## src/rtl/dq_pkg.sv

```systemverilog
// Shared types and codes for the double-ended queue core.
// No dependencies; used by dq_ctrl, dq_datapath and double_ended_queue_core.
`timescale 1ns / 1ps

package dq_pkg;

  // Operation codes carried by an item
  typedef enum logic [1:0] {
    CMD_PUSH_FRONT = 2'd0,
    CMD_PUSH_BACK  = 2'd1,
    CMD_POP_FRONT  = 2'd2,
    CMD_POP_BACK   = 2'd3
  } cmd_e;

  // Result status codes
  typedef enum logic [1:0] {
    STAT_OK        = 2'd0,
    STAT_UNDERFLOW = 2'd1,
    STAT_OVERFLOW  = 2'd2
  } status_e;

  localparam int unsigned WordW  = 32;
  localparam int unsigned CountW = 5;

  // Word reported for front and back when nothing is held
  localparam logic [WordW-1:0] EmptyWord = {WordW{1'b1}};

  // Controller to datapath commands
  typedef struct packed {
    logic load;  // capture the incoming item
    logic exec;  // apply the operation to store, pointer and count
    logic rd;    // read front and back words from the store
  } ctrl_cmd_t;

endpackage

```

## src/rtl/double_ended_queue_core.sv

```systemverilog
// Top level of the bounded double-ended queue of signed 32-bit words.
// Depends on dq_pkg, dq_ctrl and dq_datapath.
//
//   Channel   Handshake              Ports
//   command   start_i && !busy_o     cmd_i, value_i
//   result    done_o (one cycle)     front_value_o, back_value_o, is_empty_o,
//                                    entry_count_o, status_o
//
// Each item passes through four steps before the next is accepted: capture,
// update of the ring store, pointer and count, the registered two-port read of
// the front and back words, and presenting the result. busy_o rises once the
// item is captured and stays high until the result cycle ends.
// Reset empties the queue; store contents are not cleared, only held
// entries are ever reported. The result strobe cannot be stalled by the receiver.
`timescale 1ns / 1ps

module double_ended_queue_core #(
  parameter int unsigned DEPTH = 16
) (
  input  logic               clk_i,
  input  logic               rst_ni,
  input  logic               start_i,
  input  logic [1:0]         cmd_i,
  input  logic signed [31:0] value_i,
  output logic               busy_o,
  output logic               done_o,
  output logic signed [31:0] front_value_o,
  output logic signed [31:0] back_value_o,
  output logic               is_empty_o,
  output logic [4:0]         entry_count_o,
  output logic [1:0]         status_o
);

  dq_pkg::ctrl_cmd_t ctrl_cmd;

  dq_ctrl u_ctrl (
    .clk_i   (clk_i),
    .rst_ni  (rst_ni),
    .start_i (start_i),
    .busy_o  (busy_o),
    .done_o  (done_o),
    .cmd_o   (ctrl_cmd)
  );

  dq_datapath #(
    .DEPTH (DEPTH)
  ) u_datapath (
    .clk_i         (clk_i),
    .rst_ni        (rst_ni),
    .cmd_i         (ctrl_cmd),
    .op_i          (cmd_i),
    .value_i       (value_i),
    .front_value_o (front_value_o),
    .back_value_o  (back_value_o),
    .is_empty_o    (is_empty_o),
    .entry_count_o (entry_count_o),
    .status_o      (status_o)
  );

`ifndef SYNTHESIS
  // An accepted item keeps the block busy in the next cycle
  a_accept_busy: assert property (@(posedge clk_i) disable iff (!rst_ni)
    (start_i && !busy_o) |=> busy_o)
    else $error("block not busy after accepting an item");

  // A result is a single-cycle strobe followed by the idle state
  a_done_pulse: assert property (@(posedge clk_i) disable iff (!rst_ni)
    done_o |=> (!done_o && !busy_o))
    else $error("result strobe longer than one cycle");

  // The strobe only appears while an item is in flight
  a_done_busy: assert property (@(posedge clk_i) disable iff (!rst_ni)
    done_o |-> busy_o)
    else $error("result strobe outside an item");

  // Underflow leaves the queue empty
  a_underflow_empty: assert property (@(posedge clk_i) disable iff (!rst_ni)
    (done_o && (status_o == dq_pkg::STAT_UNDERFLOW)) |-> is_empty_o)
    else $error("underflow reported on a non-empty queue");
`endif

endmodule

```

## src/rtl/dq_ctrl.sv

```systemverilog
// Sequencer for the double-ended queue: accept, execute, read, respond.
// Depends on dq_pkg for the command struct.
`timescale 1ns / 1ps

module dq_ctrl (
  input  logic              clk_i,
  input  logic              rst_ni,
  input  logic              start_i,
  output logic              busy_o,
  output logic              done_o,
  output dq_pkg::ctrl_cmd_t cmd_o
);

  typedef enum logic [3:0] {
    ST_IDLE = 4'b0001,
    ST_EXEC = 4'b0010,
    ST_READ = 4'b0100,
    ST_RESP = 4'b1000
  } state_e;

  state_e state_q, state_d;

  // Advance one step per cycle once an item is taken
  always_comb begin
    state_d = state_q;
    case (state_q)
      ST_IDLE: begin
        if (start_i) state_d = ST_EXEC;
      end
      ST_EXEC: state_d = ST_READ;
      ST_READ: state_d = ST_RESP;
      ST_RESP: state_d = ST_IDLE;
      default: state_d = ST_IDLE;
    endcase
  end

  always_ff @(posedge clk_i or negedge rst_ni) begin
    if (!rst_ni) begin
      state_q <= ST_IDLE;
    end else begin
      state_q <= state_d;
    end
  end

  // Drive datapath commands and handshake
  always_comb begin
    cmd_o.load = (state_q == ST_IDLE) && start_i;
    cmd_o.exec = (state_q == ST_EXEC);
    cmd_o.rd   = (state_q == ST_READ);
  end

  assign busy_o = (state_q != ST_IDLE);
  assign done_o = (state_q == ST_RESP);

endmodule

```

## src/rtl/dq_datapath.sv

```systemverilog
// Ring store, front pointer, entry count and result registers of the queue.
// Depends on dq_pkg for codes, widths and the command struct.
`timescale 1ns / 1ps

module dq_datapath #(
  parameter int unsigned DEPTH = 16
) (
  input  logic                      clk_i,
  input  logic                      rst_ni,
  input  dq_pkg::ctrl_cmd_t         cmd_i,
  input  logic [1:0]                op_i,
  input  logic [dq_pkg::WordW-1:0]  value_i,
  output logic [dq_pkg::WordW-1:0]  front_value_o,
  output logic [dq_pkg::WordW-1:0]  back_value_o,
  output logic                      is_empty_o,
  output logic [dq_pkg::CountW-1:0] entry_count_o,
  output logic [1:0]                status_o
);

  localparam int unsigned AW = $clog2(DEPTH);
  localparam int unsigned CW = $clog2(DEPTH + 1);
  localparam int unsigned SW = CW + 1;

  logic [dq_pkg::WordW-1:0] mem_q [DEPTH];

  dq_pkg::cmd_e             op_q;
  logic [dq_pkg::WordW-1:0] value_q;
  logic [AW-1:0]            front_q, front_d;
  logic [CW-1:0]            count_q, count_d;
  dq_pkg::status_e          status_q, status_d;
  logic [dq_pkg::WordW-1:0] rd_front_q, rd_back_q;

  logic          is_push, full, empty, wr_en;
  logic [AW-1:0] front_dec, front_inc, tail_addr, back_addr, wr_addr;
  logic [SW-1:0] tail_sum, back_sum, tail_wrap, back_wrap;
  logic [CW-1:0] back_off;
  logic [31:0]   count_ext;

  // Capture the item
  always_ff @(posedge clk_i) begin
    if (cmd_i.load) begin
      op_q    <= dq_pkg::cmd_e'(op_i);
      value_q <= value_i;
    end
  end

  // Ring positions: neighbours of the front, the back slot and the slot past the back
  always_comb begin
    front_dec = (front_q == '0) ? AW'(DEPTH - 1) : front_q - AW'(1);
    front_inc = (front_q == AW'(DEPTH - 1)) ? '0 : front_q + AW'(1);

    tail_sum  = SW'(front_q) + SW'(count_q);
    tail_wrap = (tail_sum >= SW'(DEPTH)) ? tail_sum - SW'(DEPTH) : tail_sum;
    tail_addr = tail_wrap[AW-1:0];

    back_off  = (count_q == '0) ? '0 : count_q - CW'(1);
    back_sum  = SW'(front_q) + SW'(back_off);
    back_wrap = (back_sum >= SW'(DEPTH)) ? back_sum - SW'(DEPTH) : back_sum;
    back_addr = back_wrap[AW-1:0];
  end

  // Decide the operation's effect
  always_comb begin
    is_push  = ~op_q[1];
    full     = (count_q == CW'(DEPTH));
    empty    = (count_q == '0);
    front_d  = front_q;
    count_d  = count_q;
    status_d = dq_pkg::STAT_OK;
    wr_en    = 1'b0;
    wr_addr  = tail_addr;
    case (op_q)
      dq_pkg::CMD_PUSH_FRONT: begin
        if (full) begin
          status_d = dq_pkg::STAT_OVERFLOW;
        end else begin
          front_d = front_dec;
          count_d = count_q + CW'(1);
          wr_en   = 1'b1;
          wr_addr = front_dec;
        end
      end
      dq_pkg::CMD_PUSH_BACK: begin
        if (full) begin
          status_d = dq_pkg::STAT_OVERFLOW;
        end else begin
          count_d = count_q + CW'(1);
          wr_en   = 1'b1;
        end
      end
      dq_pkg::CMD_POP_FRONT: begin
        if (empty) begin
          status_d = dq_pkg::STAT_UNDERFLOW;
        end else begin
          front_d = front_inc;
          count_d = count_q - CW'(1);
        end
      end
      dq_pkg::CMD_POP_BACK: begin
        if (empty) begin
          status_d = dq_pkg::STAT_UNDERFLOW;
        end else begin
          count_d = count_q - CW'(1);
        end
      end
      default: begin
        status_d = dq_pkg::STAT_OK;
      end
    endcase
  end

  // Update pointer, count and status
  always_ff @(posedge clk_i or negedge rst_ni) begin
    if (!rst_ni) begin
      front_q  <= '0;
      count_q  <= '0;
      status_q <= dq_pkg::STAT_OK;
    end else if (cmd_i.exec) begin
      front_q  <= front_d;
      count_q  <= count_d;
      status_q <= status_d;
    end
  end

  // Store write on a push that fits
  always_ff @(posedge clk_i) begin
    if (cmd_i.exec && wr_en && is_push) begin
      mem_q[wr_addr] <= value_q;
    end
  end

  // Registered reads of the front and back words
  always_ff @(posedge clk_i) begin
    if (cmd_i.rd) begin
      rd_front_q <= mem_q[front_q];
      rd_back_q  <= mem_q[back_addr];
    end
  end

  // Form the result
  assign count_ext     = 32'(count_q);
  assign is_empty_o    = empty;
  assign entry_count_o = count_ext[dq_pkg::CountW-1:0];
  assign front_value_o = empty ? dq_pkg::EmptyWord : rd_front_q;
  assign back_value_o  = empty ? dq_pkg::EmptyWord : rd_back_q;
  assign status_o      = status_q;

endmodule

```

## config.mk

```make
export PLATFORM = sky130hd
export DESIGN_NAME = double_ended_queue_core
export DESIGN_NICKNAME = d
export VERILOG_FILES = /design/src/rtl/dq_pkg.sv /design/src/rtl/double_ended_queue_core.sv /design/src/rtl/dq_ctrl.sv /design/src/rtl/dq_datapath.sv
export SDC_FILE = /design/constraint.sdc
export NUM_CORES = 1
export LEC_CHECK = 0
export BUFFER_PORTS_ARGS = -buffer_cell sky130_fd_sc_hd__buf_4
export CAP_MARGIN = 10
export CORE_MARGIN = 10
export CORE_UTILIZATION = 25
export CTS_BUF_LIST = sky130_fd_sc_hd__clkbuf_2
export DETAILED_ROUTE_END_ITERATION = 10
export SYNTH_ARGS = -nofsm -noshare
export SYNTH_HDL_FRONTEND = slang
export SYNTH_SLANG_ARGS = --single-unit
```

## constraint.sdc

```tcl
create_clock -name clk_i -period 9.5 [get_ports clk_i]
set_input_delay 1.425 -clock clk_i [delete_from_list [all_inputs] [get_ports clk_i]]
set_output_delay 1.425 -clock clk_i [all_outputs]
set_load 0.005 [all_outputs]
```

==> summary by stage <==
Run
The count of maximum capacitance violations is 0.

Drt
The post-route antenna net violation count is 0. For this run, design rule violations remaining after detail routing come to 0. Summing over every cut layer, the via total after detailed routing is 17000.

For this block, the initial DRC count from the detailed router was approximately 1500. The number of iterations in the first detailed-routing pass is 6. The total wire length is about 83 mm. The wire length per cell after detailed routing is 24.6 µm. The routed via count divided by cell count is 5.01.

STA
The setup TNS is 0 ps. The number of hold violations in the final report is 0. Setup repair after global routing left no endpoint under its margin. The number of max-slew violations in the final report is 0.

The worst relative slew slack is 26.0%. The final period utilization is 56.9%. For the pin with the worst max-slew slack, the measured transition is roughly 1100 ps. Timing would allow up to 185 MHz.

The final number of setup-violating endpoints is 0. The worst path needs ~5400 ps of the cycle, external delays included. The worst clock skew on the final layout is 90.1 ps.

Clock network
The cell chosen for the clock root is sky130_fd_sc_hd__clkbuf_2. The H-tree was split into 4 levels. The clock net sink count is 625. The number of clock buffers added by TritonCTS is 158. The CTS tree is built. The maximum clock path buffer count is 3.

The clock latency of the later-clocked register in the worst-skew pair is 1340 ps. The count of cells resized by post-cts repair is 0. The number of setup buffers added after CTS is 0. After clock tree synthesis, the clock-pin slew on the worst setup and hold paths is 110 ps.

Yosys
Counting flops with an async set or reset pin after synthesis yields a share of 2.40%. The number of enable-type register cells in the synthesized netlist is roughly 600. Ranked by total cell area, the synthesized netlist is headed by sky130_fd_sc_hd__edfxtp_1 (63%), sky130_fd_sc_hd__mux4_2 (17%), sky130_fd_sc_hd__mux2i_1 (3.5%).

The cell area that synthesis handed to floorplanning was around 0.029 mm². The share of the yosys chip area belonging to registers is about 65%. A synthesized cell averages 18.3 µm².

The number of nets in the synthesized netlist is 1625. The dominant cell type by area after synthesis is sky130_fd_sc_hd__edfxtp_1. The most instantiated flip-flop cell in the synthesis netlist is sky130_fd_sc_hd__edfxtp_1. The number of synthesis warnings is 0. The synthesized design devotes to its leading area cell type between 60 and 70% of total area. The register bit total from synthesis is 625.

The number of instances in the synthesized netlist is about 1600. The number of distinct library cells after synthesis is 60.

Critical path
The arrival time at the worst endpoint is 6380 ps. On the worst path, the slowest cell contributes a delay of 1490 ps. Along the worst path, the maximum fanout reaches 68. Among all stages on the critical path, the largest delay is contributed by sky130_fd_sc_hd__fa_4. The data required time of the critical path is about 10000 ps. The cell depth of the worst flop-to-flop path is 12. The launch point of the critical path is u_datapath.entry_count_o[0]$_DFFE_PN0P_. The logic depth of the worst setup path including buffers is 12. The startpoint of the lowest-slack register-to-register path is u_datapath.entry_count_o[0]$_DFFE_PN0P_. The family with the most delay on the worst path is adder cells.

The worst setup path is launched from a register. Across all register-to-register paths, the minimum setup slack is 4090 ps. Together, buffers and inverters on the worst path number 3. The capture point of the worst reg-to-reg path is u_datapath.rd_back_q[24]$_DFFE_PP_. The endpoint type of the worst setup path is a register. The end point of the critical path is u_datapath.rd_back_q[24]$_DFFE_PP_.

The worst setup path category is reg -> reg. The signal on the critical path passes through inv_1, ha_1, or3b_4, nor2_4, buf_4, nor2_1, fa_4, buf_12, mux4_2, o22a_1, o21ai_0, o22ai_1.

Global routing
The first global-routing pass estimated about 120 mm of wire. The largest net degree at the start of global routing is 69. The initial antenna violation count is 4. The number of global-route vias before repair was approximately 18000. The total routing usage reported by global routing is 12.4%. The final global-route overflow total is 0.

Floorplanning
Measured along the x axis, the die boundary spans around 360 µm. The initialized floorplan defines 124 standard-cell rows. The die covers 0.129 mm². The height of the die is 360 µm. The initial core utilization is 25.2%. 111 I/O pins were placed.

After floorplanning, the core was sized to cover 0.115 mm².

Layout
Cells fill ~29% of the core in the end. In the final layout, flip-flops and latches occupy 0.0187 mm². The net count reported at finish is 1811. The multi-input combinational cells in the finished layout cover a total of slightly below 0.01 mm². The area growth from synthesis to layout is 13.7%. Cells with a size suffix above 1 make up around 38% of the layout. Fill cells in the final layout number 11500.

Place
Summed over all nets, the half-perimeter wirelength after detailed placement is 44.6 mm. The quantity of I/O buffers inserted on ports is 110. The final weighted congestion in routability-driven placement is 0.747.

Power
The net switching power of the design is 0.00554 W. The analysis attributes to cell leakage a power of 10.6 nW. Across the VDD grid, the largest voltage drop is ~0.00053 V.

The combinational fraction of design power is 57.1%. The clock network fraction of design power is 13.9%. The sequential power share is 29.0%. In this run the power density over the cells is 396 mW/mm². The internal power component is 0.00744 W. Net switching is 42.7% of the power.

Hold path
The classification of the worst-slack hold path is in -> reg. Counting instances, the worst hold path has a depth of 1.

Outcome
The run finished with clean final reports.
## power groups by stage
| stage | clock, W | combinational (W) | sequential (W) |
|---|---|---|---|
| floorplan | 0 | 0.00563 | 0.00364 |
| finish | 0.00180 | 0.00741 | 0.00377 |
| global placement | 0 | 0.00732 | 0.00381 |
| detailed placement | 0 | 0.00745 | 0.00383 |
| global route | 0.00201 | 0.00795 | 0.00380 |
| CTS | 0.00187 | 0.00746 | 0.00377 |
## layout make-up
cell class	count	area share (%)
Clock buffer	216	3.30
Tap cell	1512	5.77
Inverter	11	0.126
Sequential cell	625	57.0
Timing Repair Buffer	150	3.48
Clock inverter	59	1.00
Antenna cell	3	0.0229
Multi-Input combinational cell	815	29.3
## synthesized netlist by cell type, types with 5 or more instances
cell / count
sky130_fd_sc_hd__edfxtp_1: 610
sky130_fd_sc_hd__mux4_2: 223
sky130_fd_sc_hd__o21ai_0: 126
sky130_fd_sc_hd__mux2i_1: 101
sky130_fd_sc_hd__o22a_1: 65
sky130_fd_sc_hd__or2_2: 64
sky130_fd_sc_hd__clkbuf_1: 55
sky130_fd_sc_hd__nor2_1: 35
sky130_fd_sc_hd__a221oi_1: 33
sky130_fd_sc_hd__o221ai_1: 32
sky130_fd_sc_hd__o22ai_1: 32
sky130_fd_sc_hd__buf_2: 27
sky130_fd_sc_hd__buf_4: 24
sky130_fd_sc_hd__dfrtp_1: 14
sky130_fd_sc_hd__buf_6: 12
sky130_fd_sc_hd__ha_1: 11
sky130_fd_sc_hd__nand2_1: 11
sky130_fd_sc_hd__xnor2_1: 11
sky130_fd_sc_hd__inv_1: 10
sky130_fd_sc_hd__a21oi_1: 8
sky130_fd_sc_hd__o21ai_1: 6
sky130_fd_sc_hd__xor2_1: 5
## metal layers
layer	share of wire, %	up-vias	track usage [%]
met1	40	8893	15.2
met2	49	766	20.6
met5	0	-	0
met4	3.6	0	5.30
met3	7.7	173	3.37
li1	-	7147	-
## cell families (layout without fill, tap and decap cells)
kind of cell               Yosys count  in the layout  synth area share [%]
DFF                                625            625                  64.8
muxes                              326            326                  21.0
AOI/OAI and AO/OA                  322            322                  7.73
and+or+nand+nor                    137            137                  2.75
buffers and inverters              135            436                  2.59
xor gates and xnor gates            17             17                 0.542
adders and majority gates           13             13                 0.616
other                                0              3                     0
## how the worst min path moves through the flow
stage	start	endpoint	slack [ps]
final	value_i[30]	u_datapath.value_q[30]$_DFFE_PP_	270
after global routing	value_i[17]	u_datapath.value_q[17]$_DFFE_PP_	80
after CTS	value_i[31]	u_datapath.value_q[31]$_DFFE_PP_	90
after detailed placement	u_datapath.status_o[0]$_DFFE_PN0P_	u_datapath.status_o[0]$_DFFE_PN0P_	480
after global placement	u_datapath.status_o[0]$_DFFE_PN0P_	u_datapath.status_o[0]$_DFFE_PN0P_	460
after floorplan	u_datapath.status_o[0]$_DFFE_PN0P_	u_datapath.status_o[0]$_DFFE_PN0P_	460
## through the flow
step	total power, W	hold slack, ps	std cells	worst slack, ps	area, µm²
after floorplan	0.00927	459	1575	1690	28900
after global placement	0.0111	461	3112	4200	31400
after detailed placement	0.0113	481	3112	4040	31400
after CTS	0.0131	88.3	3388	3970	32800
after global routing	0.0138	82.3	3391	3720	32800
final	0.0130	267	3391	4090	32800
## sequential cells by signal, summed over array words and instances (netlist names)
| name | cells |
|---|---|
| u_ctrl.state_q | 4 |
| u_datapath.status_o | 2 |
| u_datapath.mem_q | 512 |
| u_datapath.front_q | 4 |
| u_datapath.entry_count_o | 5 |
| u_datapath.rd_front_q | 32 |
| u_datapath.rd_back_q | 32 |
| u_datapath.value_q | 32 |
| u_datapath.op_q | 2 |
## what timing repair did
item / in CTS / in global routing
endpoints found under the setup margin: 0 / 0
hold buffers: 1 / 0
hold endpoints to repair: 15 / 0
## layout by cell type, fill, tap and decap left out, types with 8 or more instances in the layout
master and count:
sky130_fd_sc_hd__o221ai_1 32, sky130_fd_sc_hd__xnor2_1 11, sky130_fd_sc_hd__clkbuf_2 216, sky130_fd_sc_hd__mux4_2 223, sky130_fd_sc_hd__a21oi_1 8, sky130_fd_sc_hd__clkinv_1 39
sky130_fd_sc_hd__o21ai_0 126, sky130_fd_sc_hd__dfrtp_1 11, sky130_fd_sc_hd__o22a_1 64, sky130_fd_sc_hd__o22ai_1 32, sky130_fd_sc_hd__nor2_1 16, sky130_fd_sc_hd__or2_2 65
sky130_fd_sc_hd__edfxtp_1 610, sky130_fd_sc_hd__mux2i_1 101, sky130_fd_sc_hd__nand2_1 11, sky130_fd_sc_hd__buf_4 148, sky130_fd_sc_hd__a221oi_1 33, sky130_fd_sc_hd__ha_1 10
sky130_fd_sc_hd__inv_1 9, sky130_fd_sc_hd__clkinv_2 11, sky130_fd_sc_hd__nor2_4 21
No activity file was read; power rests on OpenSTA's default activity.
